File: src/rtl/core/assert_macros.svh
// Assertion helpers shared by the core RTL.
// Same-cycle implication under synchronous reset.
`ifndef ASSERT_MACROS_SVH
`define ASSERT_MACROS_SVH

`define CPD_ASSERT_IMPL(label, clk, rst, pre, post, msg) \
   label: assert property (@(posedge clk) disable iff (rst) (pre) |-> (post)) \
      else $error(msg);

// Next-cycle implication under synchronous reset.
`define CPD_ASSERT_NEXT(label, clk, rst, pre, post, msg) \
   label: assert property (@(posedge clk) disable iff (rst) (pre) |=> (post)) \
      else $error(msg);

`endif

File: src/rtl/core/cpd_pkg.sv
package cpd_pkg;

   localparam int COUNT_BITS_DEF  = 40;
   localparam int MAX_COLUMNS_DEF = 4096;
   localparam int SAMPLE_BITS_DEF = 16;

   localparam int CSR_INDEX_BITS = 1;

   localparam logic OP_SAMPLE  = 1'b0;
   localparam logic OP_RESTART = 1'b1;

   localparam logic [CSR_INDEX_BITS-1:0] REG_TOTAL   = 1'b0;
   localparam logic [CSR_INDEX_BITS-1:0] REG_COLUMNS = 1'b1;

   typedef struct packed {
      logic full;
      logic empty;
   } queue_flags_type;

   typedef struct packed {
      logic busy;
      logic done;
   } div_status_type;

endpackage

File: src/rtl/core/cpd_queue.sv
`include "assert_macros.svh"

module cpd_queue #(
   parameter int WIDTH = 8,
   parameter int DEPTH = 2
) (
   input  logic                     clock,
   input  logic                     reset,
   input  logic                     push,
   input  logic [WIDTH-1:0]         push_data,
   input  logic                     pop,
   output logic [WIDTH-1:0]         pop_data,
   output cpd_pkg::queue_flags_type flags
);
   import cpd_pkg::*;

   localparam int PTR_BITS = $clog2(DEPTH);
   localparam int CNT_BITS = $clog2(DEPTH + 1);

   logic [WIDTH-1:0]    mem_ff [DEPTH];
   logic [PTR_BITS-1:0] wr_ptr_ff, wr_ptr_in;
   logic [PTR_BITS-1:0] rd_ptr_ff, rd_ptr_in;
   logic [CNT_BITS-1:0] count_ff, count_in;
   logic                do_push;
   logic                do_pop;

   assign flags.full  = (count_ff == CNT_BITS'(DEPTH));
   assign flags.empty = (count_ff == '0);
   assign do_push     = push && !flags.full;
   assign do_pop      = pop && !flags.empty;
   assign pop_data    = mem_ff[rd_ptr_ff];

   always_comb begin
      wr_ptr_in = do_push ? wr_ptr_ff + PTR_BITS'(1) : wr_ptr_ff;
      rd_ptr_in = do_pop ? rd_ptr_ff + PTR_BITS'(1) : rd_ptr_ff;
      count_in  = count_ff;
      if (do_push && !do_pop) begin
         count_in = count_ff + CNT_BITS'(1);
      end else if (do_pop && !do_push) begin
         count_in = count_ff - CNT_BITS'(1);
      end
   end

   always_ff @(posedge clock) begin
      if (reset) begin
         wr_ptr_ff <= '0;
         rd_ptr_ff <= '0;
         count_ff  <= '0;
      end else begin
         wr_ptr_ff <= wr_ptr_in;
         rd_ptr_ff <= rd_ptr_in;
         count_ff  <= count_in;
      end
   end

   always_ff @(posedge clock) begin
      if (do_push) begin
         mem_ff[wr_ptr_ff] <= push_data;
      end
   end

   `CPD_ASSERT_IMPL(a_count_bound, clock, reset, 1'b1, count_ff <= CNT_BITS'(DEPTH), "queue count above depth")

endmodule

File: src/rtl/core/cpd_front.sv
module cpd_front #(
   parameter int SAMPLE_BITS = cpd_pkg::SAMPLE_BITS_DEF
) (
   input  logic                        clock,
   input  logic                        reset,
   input  logic                        req_push,
   output logic                        req_full,
   input  logic                        req_op,
   input  logic [SAMPLE_BITS-1:0]      req_sample,
   input  logic                        item_pop,
   output logic [2*SAMPLE_BITS+1:0]    item_data,
   output cpd_pkg::queue_flags_type    item_flags
);
   import cpd_pkg::*;

   localparam int MAG_BITS  = SAMPLE_BITS + 1;
   localparam int ITEM_BITS = 2 * SAMPLE_BITS + 2;

   logic [MAG_BITS-1:0]  magnitude;
   logic [ITEM_BITS-1:0] item_packed;

   // magnitude of a two's complement sample, exact for the most negative code
   assign magnitude = req_sample[SAMPLE_BITS-1] ? ({1'b0, ~req_sample} + MAG_BITS'(1))
                                                : {1'b0, req_sample};
   assign item_packed = {req_op, req_sample, magnitude};
   assign req_full    = item_flags.full;

   cpd_queue #(
      .WIDTH (ITEM_BITS),
      .DEPTH (2)
   ) u_item_queue (
      .clock     (clock),
      .reset     (reset),
      .push      (req_push),
      .push_data (item_packed),
      .pop       (item_pop),
      .pop_data  (item_data),
      .flags     (item_flags)
   );

endmodule

File: src/rtl/core/cpd_divider.sv
`include "assert_macros.svh"

module cpd_divider #(
   parameter int COUNT_BITS = cpd_pkg::COUNT_BITS_DEF,
   parameter int DIV_BITS   = 13
) (
   input  logic                      clock,
   input  logic                      reset,
   input  logic                      start,
   input  logic [COUNT_BITS-1:0]     dividend,
   input  logic [DIV_BITS-1:0]       divisor,
   output logic [COUNT_BITS-1:0]     quotient,
   output logic [DIV_BITS-1:0]       remainder,
   output cpd_pkg::div_status_type   status
);
   import cpd_pkg::*;

   localparam int STEP_BITS = $clog2(COUNT_BITS + 1);

   logic                  busy_ff, busy_in;
   logic                  done_ff, done_in;
   logic [STEP_BITS-1:0]  steps_ff, steps_in;
   logic [COUNT_BITS-1:0] work_ff, work_in;
   logic [DIV_BITS-1:0]   rem_ff, rem_in;
   logic [DIV_BITS-1:0]   dvs_ff, dvs_in;
   logic [DIV_BITS:0]     shifted;
   logic [DIV_BITS:0]     diff;
   logic                  fits;

   assign shifted = {rem_ff, work_ff[COUNT_BITS-1]};
   assign fits    = (shifted >= {1'b0, dvs_ff});
   assign diff    = shifted - {1'b0, dvs_ff};

   always_comb begin
      busy_in  = busy_ff;
      done_in  = 1'b0;
      steps_in = steps_ff;
      work_in  = work_ff;
      rem_in   = rem_ff;
      dvs_in   = dvs_ff;
      if (start) begin
         busy_in  = 1'b1;
         steps_in = STEP_BITS'(COUNT_BITS);
         work_in  = dividend;
         rem_in   = '0;
         dvs_in   = divisor;
      end else if (busy_ff) begin
         work_in  = {work_ff[COUNT_BITS-2:0], fits};
         rem_in   = fits ? diff[DIV_BITS-1:0] : shifted[DIV_BITS-1:0];
         steps_in = steps_ff - STEP_BITS'(1);
         if (steps_ff == STEP_BITS'(1)) begin
            busy_in = 1'b0;
            done_in = 1'b1;
         end
      end
   end

   always_ff @(posedge clock) begin
      if (reset) begin
         busy_ff  <= 1'b0;
         done_ff  <= 1'b0;
         steps_ff <= '0;
      end else begin
         busy_ff  <= busy_in;
         done_ff  <= done_in;
         steps_ff <= steps_in;
      end
   end

   always_ff @(posedge clock) begin
      work_ff <= work_in;
      rem_ff  <= rem_in;
      dvs_ff  <= dvs_in;
   end

   assign quotient    = work_ff;
   assign remainder   = rem_ff;
   assign status.busy = busy_ff;
   assign status.done = done_ff;

   `CPD_ASSERT_NEXT(a_start_busy, clock, reset, start, busy_ff, "divider idle after start")

endmodule

File: src/rtl/core/cpd_engine.sv
`include "assert_macros.svh"

module cpd_engine #(
   parameter int COUNT_BITS  = cpd_pkg::COUNT_BITS_DEF,
   parameter int MAX_COLUMNS = cpd_pkg::MAX_COLUMNS_DEF,
   parameter int SAMPLE_BITS = cpd_pkg::SAMPLE_BITS_DEF,
   parameter int COL_BITS    = $clog2(MAX_COLUMNS + 1),
   parameter int IDX_BITS    = $clog2(MAX_COLUMNS)
) (
   input  logic                                  clock,
   input  logic                                  reset,
   input  logic [COUNT_BITS-1:0]                 total_samples,
   input  logic [COL_BITS-1:0]                   column_count,
   input  logic [2*SAMPLE_BITS+1:0]              item_data,
   input  cpd_pkg::queue_flags_type              item_flags,
   output logic                                  item_pop,
   output logic                                  out_push,
   output logic [IDX_BITS+SAMPLE_BITS:0]         out_data,
   input  cpd_pkg::queue_flags_type              out_flags
);
   import cpd_pkg::*;

   localparam int MAG_BITS = SAMPLE_BITS + 1;
   localparam logic [COL_BITS-1:0] MAX_COL = COL_BITS'(MAX_COLUMNS);
   localparam logic ST_RUN  = 1'b0;
   localparam logic ST_WAIT = 1'b1;

   logic                   state_ff, state_in;
   logic [COUNT_BITS-1:0]  counter_ff, counter_in;
   logic [COL_BITS-1:0]    column_ff, column_in;
   logic [COUNT_BITS-1:0]  limit_ff, limit_in;
   logic [SAMPLE_BITS-1:0] peak_ff, peak_in;
   logic [MAG_BITS-1:0]    mag_ff, mag_in;
   logic [COUNT_BITS-1:0]  quot_ff, quot_in;
   logic [COL_BITS-1:0]    rem_ff, rem_in;
   logic [COL_BITS-1:0]    frac_ff, frac_in;
   logic [COL_BITS-1:0]    cols_ff, cols_in;

   logic                   in_op;
   logic [SAMPLE_BITS-1:0] in_sample;
   logic [MAG_BITS-1:0]    in_mag;
   logic [COL_BITS-1:0]    cols_sat;
   logic                   active;
   logic                   higher;
   logic [SAMPLE_BITS-1:0] peak_sel;
   logic [MAG_BITS-1:0]    mag_sel;
   logic [COUNT_BITS-1:0]  counter_next;
   logic                   close;
   logic                   last;
   logic [COL_BITS:0]      frac_sum;
   logic [COL_BITS:0]      frac_wrapped;
   logic                   frac_carry;
   logic                   div_start;
   logic [COUNT_BITS-1:0]  div_quot;
   logic [COL_BITS-1:0]    div_rem;
   div_status_type         div_status;

   assign {in_op, in_sample, in_mag} = item_data;

   assign cols_sat     = (column_count > MAX_COL) ? MAX_COL : column_count;
   assign active       = (column_ff < cols_ff);
   assign higher       = (in_mag > mag_ff);
   assign peak_sel     = higher ? in_sample : peak_ff;
   assign mag_sel      = higher ? in_mag : mag_ff;
   assign counter_next = (&counter_ff) ? counter_ff : counter_ff + COUNT_BITS'(1);
   assign close        = active && (counter_next >= limit_ff);
   assign last         = (({1'b0, column_ff} + (COL_BITS+1)'(1)) == {1'b0, cols_ff});
   assign frac_sum     = {1'b0, frac_ff} + {1'b0, rem_ff};
   assign frac_carry   = (cols_ff != '0) && (frac_sum >= {1'b0, cols_ff});
   assign frac_wrapped = frac_sum - {1'b0, cols_ff};
   assign out_data     = {column_ff[IDX_BITS-1:0], peak_sel, last};

   always_comb begin
      state_in   = state_ff;
      counter_in = counter_ff;
      column_in  = column_ff;
      limit_in   = limit_ff;
      peak_in    = peak_ff;
      mag_in     = mag_ff;
      quot_in    = quot_ff;
      rem_in     = rem_ff;
      frac_in    = frac_ff;
      cols_in    = cols_ff;
      item_pop   = 1'b0;
      out_push   = 1'b0;
      div_start  = 1'b0;
      unique case (state_ff)
         ST_RUN: begin
            if (!item_flags.empty) begin
               if (in_op == OP_RESTART) begin
                  div_start  = 1'b1;
                  item_pop   = 1'b1;
                  state_in   = ST_WAIT;
                  cols_in    = cols_sat;
                  counter_in = '0;
                  column_in  = '0;
                  peak_in    = '0;
                  mag_in     = '0;
               end else if (!(close && out_flags.full)) begin
                  item_pop = 1'b1;
                  if (active) begin
                     counter_in = counter_next;
                     if (close) begin
                        out_push  = 1'b1;
                        column_in = column_ff + COL_BITS'(1);
                        limit_in  = limit_ff + quot_ff + COUNT_BITS'(frac_carry);
                        frac_in   = frac_carry ? frac_wrapped[COL_BITS-1:0]
                                               : frac_sum[COL_BITS-1:0];
                        peak_in   = '0;
                        mag_in    = '0;
                     end else begin
                        peak_in = peak_sel;
                        mag_in  = mag_sel;
                     end
                  end
               end
            end
         end
         ST_WAIT: begin
            if (div_status.done) begin
               state_in = ST_RUN;
               if (cols_ff == '0) begin
                  quot_in  = '0;
                  rem_in   = '0;
                  frac_in  = '0;
                  limit_in = '0;
               end else begin
                  quot_in  = div_quot;
                  rem_in   = div_rem;
                  frac_in  = div_rem;
                  limit_in = div_quot;
               end
            end
         end
      endcase
   end

   always_ff @(posedge clock) begin
      if (reset) begin
         state_ff   <= ST_RUN;
         counter_ff <= '0;
         column_ff  <= '0;
         limit_ff   <= '0;
         peak_ff    <= '0;
         mag_ff     <= '0;
         quot_ff    <= '0;
         rem_ff     <= '0;
         frac_ff    <= '0;
         cols_ff    <= COL_BITS'(1);
      end else begin
         state_ff   <= state_in;
         counter_ff <= counter_in;
         column_ff  <= column_in;
         limit_ff   <= limit_in;
         peak_ff    <= peak_in;
         mag_ff     <= mag_in;
         quot_ff    <= quot_in;
         rem_ff     <= rem_in;
         frac_ff    <= frac_in;
         cols_ff    <= cols_in;
      end
   end

   cpd_divider #(
      .COUNT_BITS (COUNT_BITS),
      .DIV_BITS   (COL_BITS)
   ) u_divider (
      .clock     (clock),
      .reset     (reset),
      .start     (div_start),
      .dividend  (total_samples),
      .divisor   (cols_sat),
      .quotient  (div_quot),
      .remainder (div_rem),
      .status    (div_status)
   );

   `CPD_ASSERT_IMPL(a_wait_divider, clock, reset, state_ff == ST_WAIT, div_status.busy || div_status.done, "waiting without divider activity")
   `CPD_ASSERT_IMPL(a_wait_no_pop, clock, reset, state_ff == ST_WAIT, !item_pop, "item taken during restart")
   `CPD_ASSERT_IMPL(a_push_room, clock, reset, out_push, !out_flags.full, "result pushed into full queue")

endmodule

File: src/rtl/core/column_peak_decimator_top.sv
// Peak-hold decimator: turns a stream of signed samples into waveform columns.
// Input channel: req_push/req_full with req_op (sample or restart) and req_sample.
// An item is taken at a clock edge with req_push high and req_full low.
// Result channel: rsp_empty/rsp_pop with rsp_column_index, rsp_peak_sample and
// rsp_last_column; the oldest result is shown while rsp_empty is low.
// Configuration: csr_we/csr_index/csr_wdata write total_samples (index 0) and
// column_count (index 1); new values take effect at the next restart item.
// Throughput: one sample item per cycle while no restart is in progress and the
// result queue has room. A restart item occupies the back end while the
// bit-serial divider forms the column step quotient and remainder; up to two
// further items queue meanwhile. A closing sample passes the input queue and
// then the result queue registers before it shows on the result channel.
// Reset: counters, peak and queues clear; the block acts as one column of limit 0
// until a restart, and total_samples resets to 0, column_count to 1.
// A stalled receiver fills the two-entry result queue; the back end then holds
// a closing sample, and the two-entry input queue fills and raises req_full.
module column_peak_decimator_top #(
   parameter int COUNT_BITS  = cpd_pkg::COUNT_BITS_DEF,
   parameter int MAX_COLUMNS = cpd_pkg::MAX_COLUMNS_DEF,
   parameter int SAMPLE_BITS = cpd_pkg::SAMPLE_BITS_DEF,
   parameter int COL_BITS    = $clog2(MAX_COLUMNS + 1),
   parameter int IDX_BITS    = $clog2(MAX_COLUMNS),
   parameter int CSR_BITS    = (COUNT_BITS > COL_BITS) ? COUNT_BITS : COL_BITS
) (
   input  logic                                clock,
   input  logic                                reset,
   input  logic                                csr_we,
   input  logic [cpd_pkg::CSR_INDEX_BITS-1:0]  csr_index,
   input  logic [CSR_BITS-1:0]                 csr_wdata,
   input  logic                                req_push,
   output logic                                req_full,
   input  logic                                req_op,
   input  logic signed [SAMPLE_BITS-1:0]       req_sample,
   output logic                                rsp_empty,
   input  logic                                rsp_pop,
   output logic [IDX_BITS-1:0]                 rsp_column_index,
   output logic signed [SAMPLE_BITS-1:0]       rsp_peak_sample,
   output logic                                rsp_last_column
);
   import cpd_pkg::*;

   localparam int ITEM_BITS = 2 * SAMPLE_BITS + 2;
   localparam int RSP_BITS  = IDX_BITS + SAMPLE_BITS + 1;

   logic [COUNT_BITS-1:0] total_ff;
   logic [COL_BITS-1:0]   columns_ff;
   logic [ITEM_BITS-1:0]  item_data;
   queue_flags_type       item_flags;
   logic                  item_pop;
   logic                  out_push;
   logic [RSP_BITS-1:0]   out_data;
   logic [RSP_BITS-1:0]   rsp_data;
   queue_flags_type       out_flags;

   always_ff @(posedge clock) begin
      if (reset) begin
         total_ff   <= '0;
         columns_ff <= COL_BITS'(1);
      end else if (csr_we) begin
         unique case (csr_index)
            REG_TOTAL:   total_ff   <= csr_wdata[COUNT_BITS-1:0];
            REG_COLUMNS: columns_ff <= csr_wdata[COL_BITS-1:0];
         endcase
      end
   end

   cpd_front #(
      .SAMPLE_BITS (SAMPLE_BITS)
   ) u_front (
      .clock      (clock),
      .reset      (reset),
      .req_push   (req_push),
      .req_full   (req_full),
      .req_op     (req_op),
      .req_sample (req_sample),
      .item_pop   (item_pop),
      .item_data  (item_data),
      .item_flags (item_flags)
   );

   cpd_engine #(
      .COUNT_BITS  (COUNT_BITS),
      .MAX_COLUMNS (MAX_COLUMNS),
      .SAMPLE_BITS (SAMPLE_BITS),
      .COL_BITS    (COL_BITS),
      .IDX_BITS    (IDX_BITS)
   ) u_engine (
      .clock         (clock),
      .reset         (reset),
      .total_samples (total_ff),
      .column_count  (columns_ff),
      .item_data     (item_data),
      .item_flags    (item_flags),
      .item_pop      (item_pop),
      .out_push      (out_push),
      .out_data      (out_data),
      .out_flags     (out_flags)
   );

   cpd_queue #(
      .WIDTH (RSP_BITS),
      .DEPTH (2)
   ) u_rsp_queue (
      .clock     (clock),
      .reset     (reset),
      .push      (out_push),
      .push_data (out_data),
      .pop       (rsp_pop),
      .pop_data  (rsp_data),
      .flags     (out_flags)
   );

   assign rsp_empty = out_flags.empty;
   assign {rsp_column_index, rsp_peak_sample, rsp_last_column} = rsp_data;

endmodule

File: config.mk
export PLATFORM = sky130hd
export DESIGN_NAME = column_peak_decimator_top
export DESIGN_NICKNAME = d
export VERILOG_FILES = /design/src/rtl/core/cpd_pkg.sv /design/src/rtl/core/cpd_queue.sv /design/src/rtl/core/cpd_front.sv /design/src/rtl/core/cpd_divider.sv /design/src/rtl/core/cpd_engine.sv /design/src/rtl/core/column_peak_decimator_top.sv
export VERILOG_INCLUDE_DIRS = /design/src /design/src/rtl/core
export SDC_FILE = /design/constraint.sdc
export NUM_CORES = 1
export LEC_CHECK = 0
export BUFFER_PORTS_ARGS = -buffer_cell sky130_fd_sc_hd__buf_2
export CAP_MARGIN = 30
export CORE_AREA = 4 4 242 244
export DETAILED_ROUTE_END_ITERATION = 10
export DIE_AREA = 0 0 246 248
export PLACE_DENSITY = 0.65
export SLEW_MARGIN = 20
export SYNTH_ARGS = -nofsm -noshare
export SYNTH_HDL_FRONTEND = slang
export SYNTH_SLANG_ARGS = --single-unit
File: constraint.sdc
create_clock -name clock -period 16 [get_ports clock]
set_clock_uncertainty 0.05 [all_clocks]
set_input_delay 3.2 -clock clock [delete_from_list [all_inputs] [get_ports clock]]
set_output_delay 3.2 -clock clock [all_outputs]
set_load 0.1 [all_outputs]
# Word-level counts from Yosys, hierarchy flattened
# Memories as Yosys holds them, arrays and structs flattened. A register that Yosys moved wholly into a read port is not among the register bits.
# Cells that the tools add are included.
# W data, S select, Z words.
dict set report totals {
  out_inout_bits 31
  mem_count 2
  reg_bits 341
  elab_cells 180
  ramBits 126
}
# memory depth width rd rd_ports_with_merged_regs wr line
set memory_table {}
lappend memory_table {u_front.u_item_queue.mem_ff 2 34 1 1 1 cpd_queue.sv:20} ;# logic [WIDTH-1:0] mem_ff [DEPTH];
lappend memory_table {u_rsp_queue.mem_ff 2 29 1 1 1 cpd_queue.sv:20}
dict set report classes {
  n_bitwise 5
  n_eq_ne 11
  n_reduce_logical 40
  n_addsub 18
  muxes 73
  magnitude_cmp 6
}
# op n
set op_table {}
lappend op_table {{$mux W40} 13}
lappend op_table {{$mux W13} 14}
lappend op_table {{$mux W17} 6}
lappend op_table {{$mux W16} 5}
lappend op_table {{$pmux W40 S2} 1}
lappend op_table {{$add A40 B1 Y40} 1}
lappend op_table {{$add A40 B1 Y40 const B} 1}
lappend op_table {{$add A40 B40 Y40} 1}
lappend op_table {{$ge A40 B40 Y1} 1}
lappend op_table {{$reduce_and A40 Y1} 1}
lappend op_table {{$ge A14 B13 Y1} 2}
lappend op_table {{$mux W1} 26}
lappend op_table {{$pmux W13 S2} 1}
lappend op_table {{$sub A13 B13 Y13} 2}
lappend op_table {{$add A16 B1 Y17 const B} 1}
lappend op_table {{$gt A17 B17 Y1} 1}
lappend op_table {{$not A16 Y16} 1}
lappend op_table {{$add A13 B1 Y14 const B} 1}
lappend op_table {{$add A13 B13 Y14} 1}
lappend op_table {{$eq A14 B13 Y1} 1}
lappend op_table {{$add A13 B1 Y13 const B} 1}
lappend op_table {{$gt A13 B13 Y1 const B} 1}
lappend op_table {{$logic_not A13 Y1} 1}
lappend op_table {{$lt A13 B13 Y1} 1}
lappend op_table {{other kinds (25)} 68}

# Logic depth before layout (Yosys ltp)
dict set report depth {
  word_depth 15
  depth_mapped 28
  depth_no_buf 27
}

# Hierarchy
# A second synthesis with hierarchy kept.
dict set report hier_totals {
  hier_cells 2716
  area_unflattened_um2 26038.7
}
# mod seq_area_each_um2 area_per_inst_um2 cells_each n_inst
set by_module_without_submodules {}
lappend by_module_without_submodules {cpd_engine 4124.0 14721.6 1914 1}
lappend by_module_without_submodules {cpd_divider 2011.9 3698.5 289 1}
lappend by_module_without_submodules {{cpd_queue at u_front.u_item_queue} 2142.1 2662.6 131 1}
lappend by_module_without_submodules {column_peak_decimator_top 1061.0 2312.2 222 1}
lappend by_module_without_submodules {{cpd_queue at u_rsp_queue} 1841.8 2306.0 115 1}
lappend by_module_without_submodules {cpd_front 0.0 337.8 45 1}

# Worst setup path before layout
# No wires, ideal clock.
dict set report synth_timing {
  kind {register to register}
  from {reg u_engine.frac_ff[0]}
  to {reg u_engine.limit_ff[34]}
  setup_slack_ps 9660
  path_stages_with_launch 28
  setup_time_ps 112
  t_required_ps 15838
  synth_period_minus_slack_ps 6340
  t_arrival_ps 6178
  path_cell_list {dfxtp_1 -> ha_1 -> fa_1 -> a21o_1 -> a21oi_1 -> o21ai_0 -> a31o_2 -> a21oi_1 -> xnor2_1 -> ha_1 -> and4_1 -> o21a_1 -> o21ai_0 -> a31oi_2 -> buf_2 -> inv_1 -> fa_1 -> fa_1 -> and2b_1 -> o31ai_1 -> a21oi_1 -> a221oi_2 -> o21ai_2 -> nand3_1 -> a311oi_2 -> a21oi_1 -> xor2_1 -> a2111oi_1}
}
dict set report synth_via {
  elab_chain_len 10
}
# item line
set synth_lines {}
lappend synth_lines {{from (decl)} cpd_engine.sv:36} ;# logic [COL_BITS-1:0] frac_ff, frac_in;
lappend synth_lines {{from (signal assigned)} cpd_engine.sv:159} ;# frac_ff <= frac_in;
lappend synth_lines {{$add A13 B13 Y14} cpd_engine.sv:68} ;# assign frac_sum = {1'b0, frac_ff} + {1'b0, rem_ff};
lappend synth_lines {{$ge A14 B13 Y1} cpd_engine.sv:69} ;# assign frac_carry = (cols_ff != '0) && (frac_sum >= {1'b0, cols_ff});
lappend synth_lines {{$logic_and A1 B1 Y1} cpd_engine.sv:69}
lappend synth_lines {{$add A40 B1 Y40} cpd_engine.sv:106} ;# limit_in = limit_ff + quot_ff + COUNT_BITS'(frac_carry);
lappend synth_lines {{$mux W40} cpd_engine.sv:103} ;# if (close) begin
lappend synth_lines {{$mux W40} cpd_engine.sv:101} ;# if (active) begin
lappend synth_lines {{$mux W40} cpd_engine.sv:99} ;# end else if (!(close && out_flags.full)) begin
lappend synth_lines {{$mux W40} cpd_engine.sv:90} ;# if (in_op == OP_RESTART) begin
lappend synth_lines {{$mux W40} cpd_engine.sv:89} ;# if (!item_flags.empty) begin
lappend synth_lines {{$pmux W40 S2} cpd_engine.sv:87} ;# unique case (state_ff)
lappend synth_lines {{to (signal assigned)} cpd_engine.sv:154} ;# limit_ff <= limit_in;
lappend synth_lines {{to (decl)} cpd_engine.sv:31} ;# logic [COUNT_BITS-1:0] limit_ff, limit_in;
# No other way between the ends. The select of a mux whose other input is x is not followed.
# A chain may end at the register's enable or synchronous reset.

# Worst setup path in the final report
# Same ends and word-level chain as after synthesis.

==> metrics.md <==
| Metric | Value |
|---|---|
| Least-Margin Pin Slew | 1.02 ns |
| Worst Path Arrival | 7.49 ns |
| Synthesized cell area | 25100 sq um |
| Initial antenna violation count | 0 |
| Initial Util | approximately 45% |
| Core Rows | 87 |
| Hold-fix buffers at CTS | 0 |
| Critical path fanouts, max | 17 |
| Source of the worst register-to-register timing path | u_engine.frac_ff[0]$_SDFFE_PP0P_ |
| Commonest non-fill, non-tap cell in the layout | nand2_1 |
| Layout cells sized above 1 | 12.2% |
| Root Buffer | clkbuf_16 |
| Routed WL | 64100 microns |
| Area share of the largest cell type after synthesis | 23.1% |
| Min-delay src | total_ff[38]$_SDFFE_PP0P_ |
| Largest net degree at the start of global routing | 196 |
| Clk sinks | roughly 470 |
| Pre-antenna DRT Iters | 5 |
| Worst slew margin | around 32% |
| Cell count after synthesis | 2707 |
| Gate power share | 40.5% |
| Slowest CP cell | a311oi_2 |
| Most used cell, CP | a21oi_1 |
| Peak VDD IR | 0.000105 V |
| Die ar. | slightly above 60000 sq um |
| Final worst slack | 8.93 ns |
| Setup WS pre-CTS | 9.00 ns |
| EDFF count, synth | between 150 and 200 |
| Final ANT Viol Nets | 0 |
| Area Growth Syn to Fin | 11.8% |
| CTS clk-pin slew, worst paths | 0.06 ns |
| Register area share after synthesis | 44.3% |
| Clk Latency, worst-skew pair | 0.61 ns |
| Clock power frac | between 20 and 30% |
| Final hold vios | 0 |
| Final Max Slew Viols | 0 |
| H-tree depth | 2 |
| Switching Power | approximately 1.9 mW |
| Fin nets | slightly below 3000 |
| Maximum clock insertion buffer count | 3 |
| Post-route minimum period | 7.07 ns |
| Pwr Total | between 4 and 5 mW |
| Top area cells in the synthesized netlist | dfxtp_1 23%, edfxtp_1 21%, ha_1 7.7% |
| Total Routing Usage GR | 20.6% |
| Crit-path max cell delay | 0.46 ns |
| Part of the power in registers | 34.2% |
| Setup TNS Final | 0 ns |
| Status | completed |
| F_max | 0.142 GHz |
| Sw Ratio | between 30% and 40% |
| Most area-hungry cell type in the Yosys netlist | dfxtp_1 |
| Kind of critical path | reg -> reg |
| # port buffers | between 90 and 100 |
| Asr flop ratio synth | 0% |
| Required @ worst endpoint | 16.43 ns |
| Overflow after GRT | 0 |
| Chip height | roughly 250 microns |
| Iter 0 DRT Violations | 1518 |
| Int Power | a little under 3 mW |
| Syn Area/Cell | 9.27 sq um |
| Power density over the cells | 174 nW/um^2 |
| CTS tree | built |
| Setup Buffers After CTS | 0 |
| First-pass GRT wire length | 103000 microns |
| RSZ-0062 raised after global routing | no |
| Crit path from | u_engine.frac_ff[0]$_SDFFE_PP0P_ |
| Library cells used by synthesis | 93 |
| Commonest non-fill, non-tap cells in the layout | 388 x nand2_1, 290 x dfxtp_1, 248 x a21oi_1, 177 x edfxtp_1, 154 x ha_1 |
| Ys flop type | dfxtp_1 |
| Top-Level Pins | 94 |
| Leakage | 11.0 nW |
| Post-CTS resize count | 0 |
| Gp weighted congestion | 0.910 |
| Synth Register Bits | 467 |
| DPL Wire Length | around 44000 microns |
| Num CTS Buffers | 51 |
| Fin crit share | 44.2% |
| CP endpoint kind | flip-flop |
| Yosys warning count | 0 |
| Vias after detailed routing | 20000 |
| DR WL/cell | about 18 microns |
| DIE WIDTH | 246 microns |
| DR DRC count | 0 |
| Drt via density | 5.64 |
| Setup violators final | 0 |
| Critical path startpoint category | flip-flop |
| Worst hold path type | reg -> reg |
| Vias in the first global route | 19300 |
| Maxcap violations | 0 |
| Core Area | 56300 sq um |
[critical path: cells and delay by family, from the launching register on]
family | cells | cell delay (ns)
compound gates | 16 | 3.51
fa+ha+maj | 5 | 1.84
simple gates | 3 | 0.56
buf+inv | 2 | 0.38
flops | 1 | 0.32
xor+xnor | 2 | 0.31
[cell type report]
class	count	area [sq um]
fill	5179	28200
multi-input combinational	1977	13000
sequential	467	11100
clock buffer	70	1440
tap	756	946
timing repair buffer	127	752
inverter	122	458
clock inverter	26	329
antenna	3	7.51
[layer usage]
layer  wire [microns]  vias to the layer above  GRT usage [%]
met3             3760                      102           2.71
met2            28900                      546           33.1
met5                0                        -              0
li1                 -                     9809              -
met4             1510                        0           6.09
met1            29900                     9554           29.1
[final timing paths]
kind                                   endpoint  slack [ns]  cells past startpoint
max          u_engine.limit_ff[34]$_SDFFE_PP0P_        8.93                     28
min reg2reg           total_ff[38]$_SDFFE_PP0P_        0.40                      2
max reg2reg  u_engine.limit_ff[34]$_SDFFE_PP0P_        8.93                     28
min                   total_ff[38]$_SDFFE_PP0P_        0.40                      2
[metrics by stage]
| stage | cell area (sq um) | instances | util (%) | hold WS (ns) |
|---|---|---|---|---|
| final | 28000 | 3548 | 49.8 | 0.404 |
| after global routing | 28000 | 3545 | 49.8 | 0.423 |
| after CTS | 28000 | 3544 | 49.8 | 0.405 |
| after detailed placement | 26200 | 3448 | 46.6 | 0.397 |
| after global placement | 26200 | 3446 | 46.6 | 0.391 |
| after floorplan | 25100 | 2708 | - | 0.386 |
[kinds of logic after synthesis]
group | share of synthesized area, %
buffers and inverters | 4.08
other | 0.0150
XOR/XNOR | 4.96
adder cells (fa/ha/maj) | 8.08
multiplexers | 4.38
AO/OA/AOI/OAI | 17.1
AND/OR/NAND/NOR | 17.0
flip-flops | 44.3
[state kept, by name, indices dropped and copies added, names as in the netlist, 16 cells and up, named ones only]
register	flops
u_engine.limit_ff	40
total_ff	40
u_engine.quot_ff	40
u_front.u_item_queue.mem_ff	66
u_engine.mag_ff	17
u_engine.counter_ff	40
u_engine.u_divider.quotient	40
u_rsp_queue.mem_ff	58
u_engine.peak_ff	16
[synthesized netlist by cell type (30+ instances only)]
cell,n
nand2_1,390
dfxtp_1,290
a21oi_1,248
edfxtp_1,177
ha_1,154
nor2_1,146
inv_1,120
clkbuf_1,113
nand3_1,109
o21ai_0,103
xnor2_1,87
mux2_2,86
a21o_1,64
xor2_1,55
nor3_1,43
a211oi_1,42
nand2b_1,39
nor2b_1,32
a311oi_1,30
[power groups by stage]
stage | logic, mW | registers [mW] | clock network, mW
after detailed placement | 1.96 | 1.69 | 0
after CTS | 1.97 | 1.67 | 1.27
after floorplan | 1.50 | 1.62 | 0
after global routing | 2.18 | 1.69 | 1.31
final | 1.97 | 1.67 | 1.24
after global placement | 1.92 | 1.68 | 0
(Power assumes the default switching activity.)
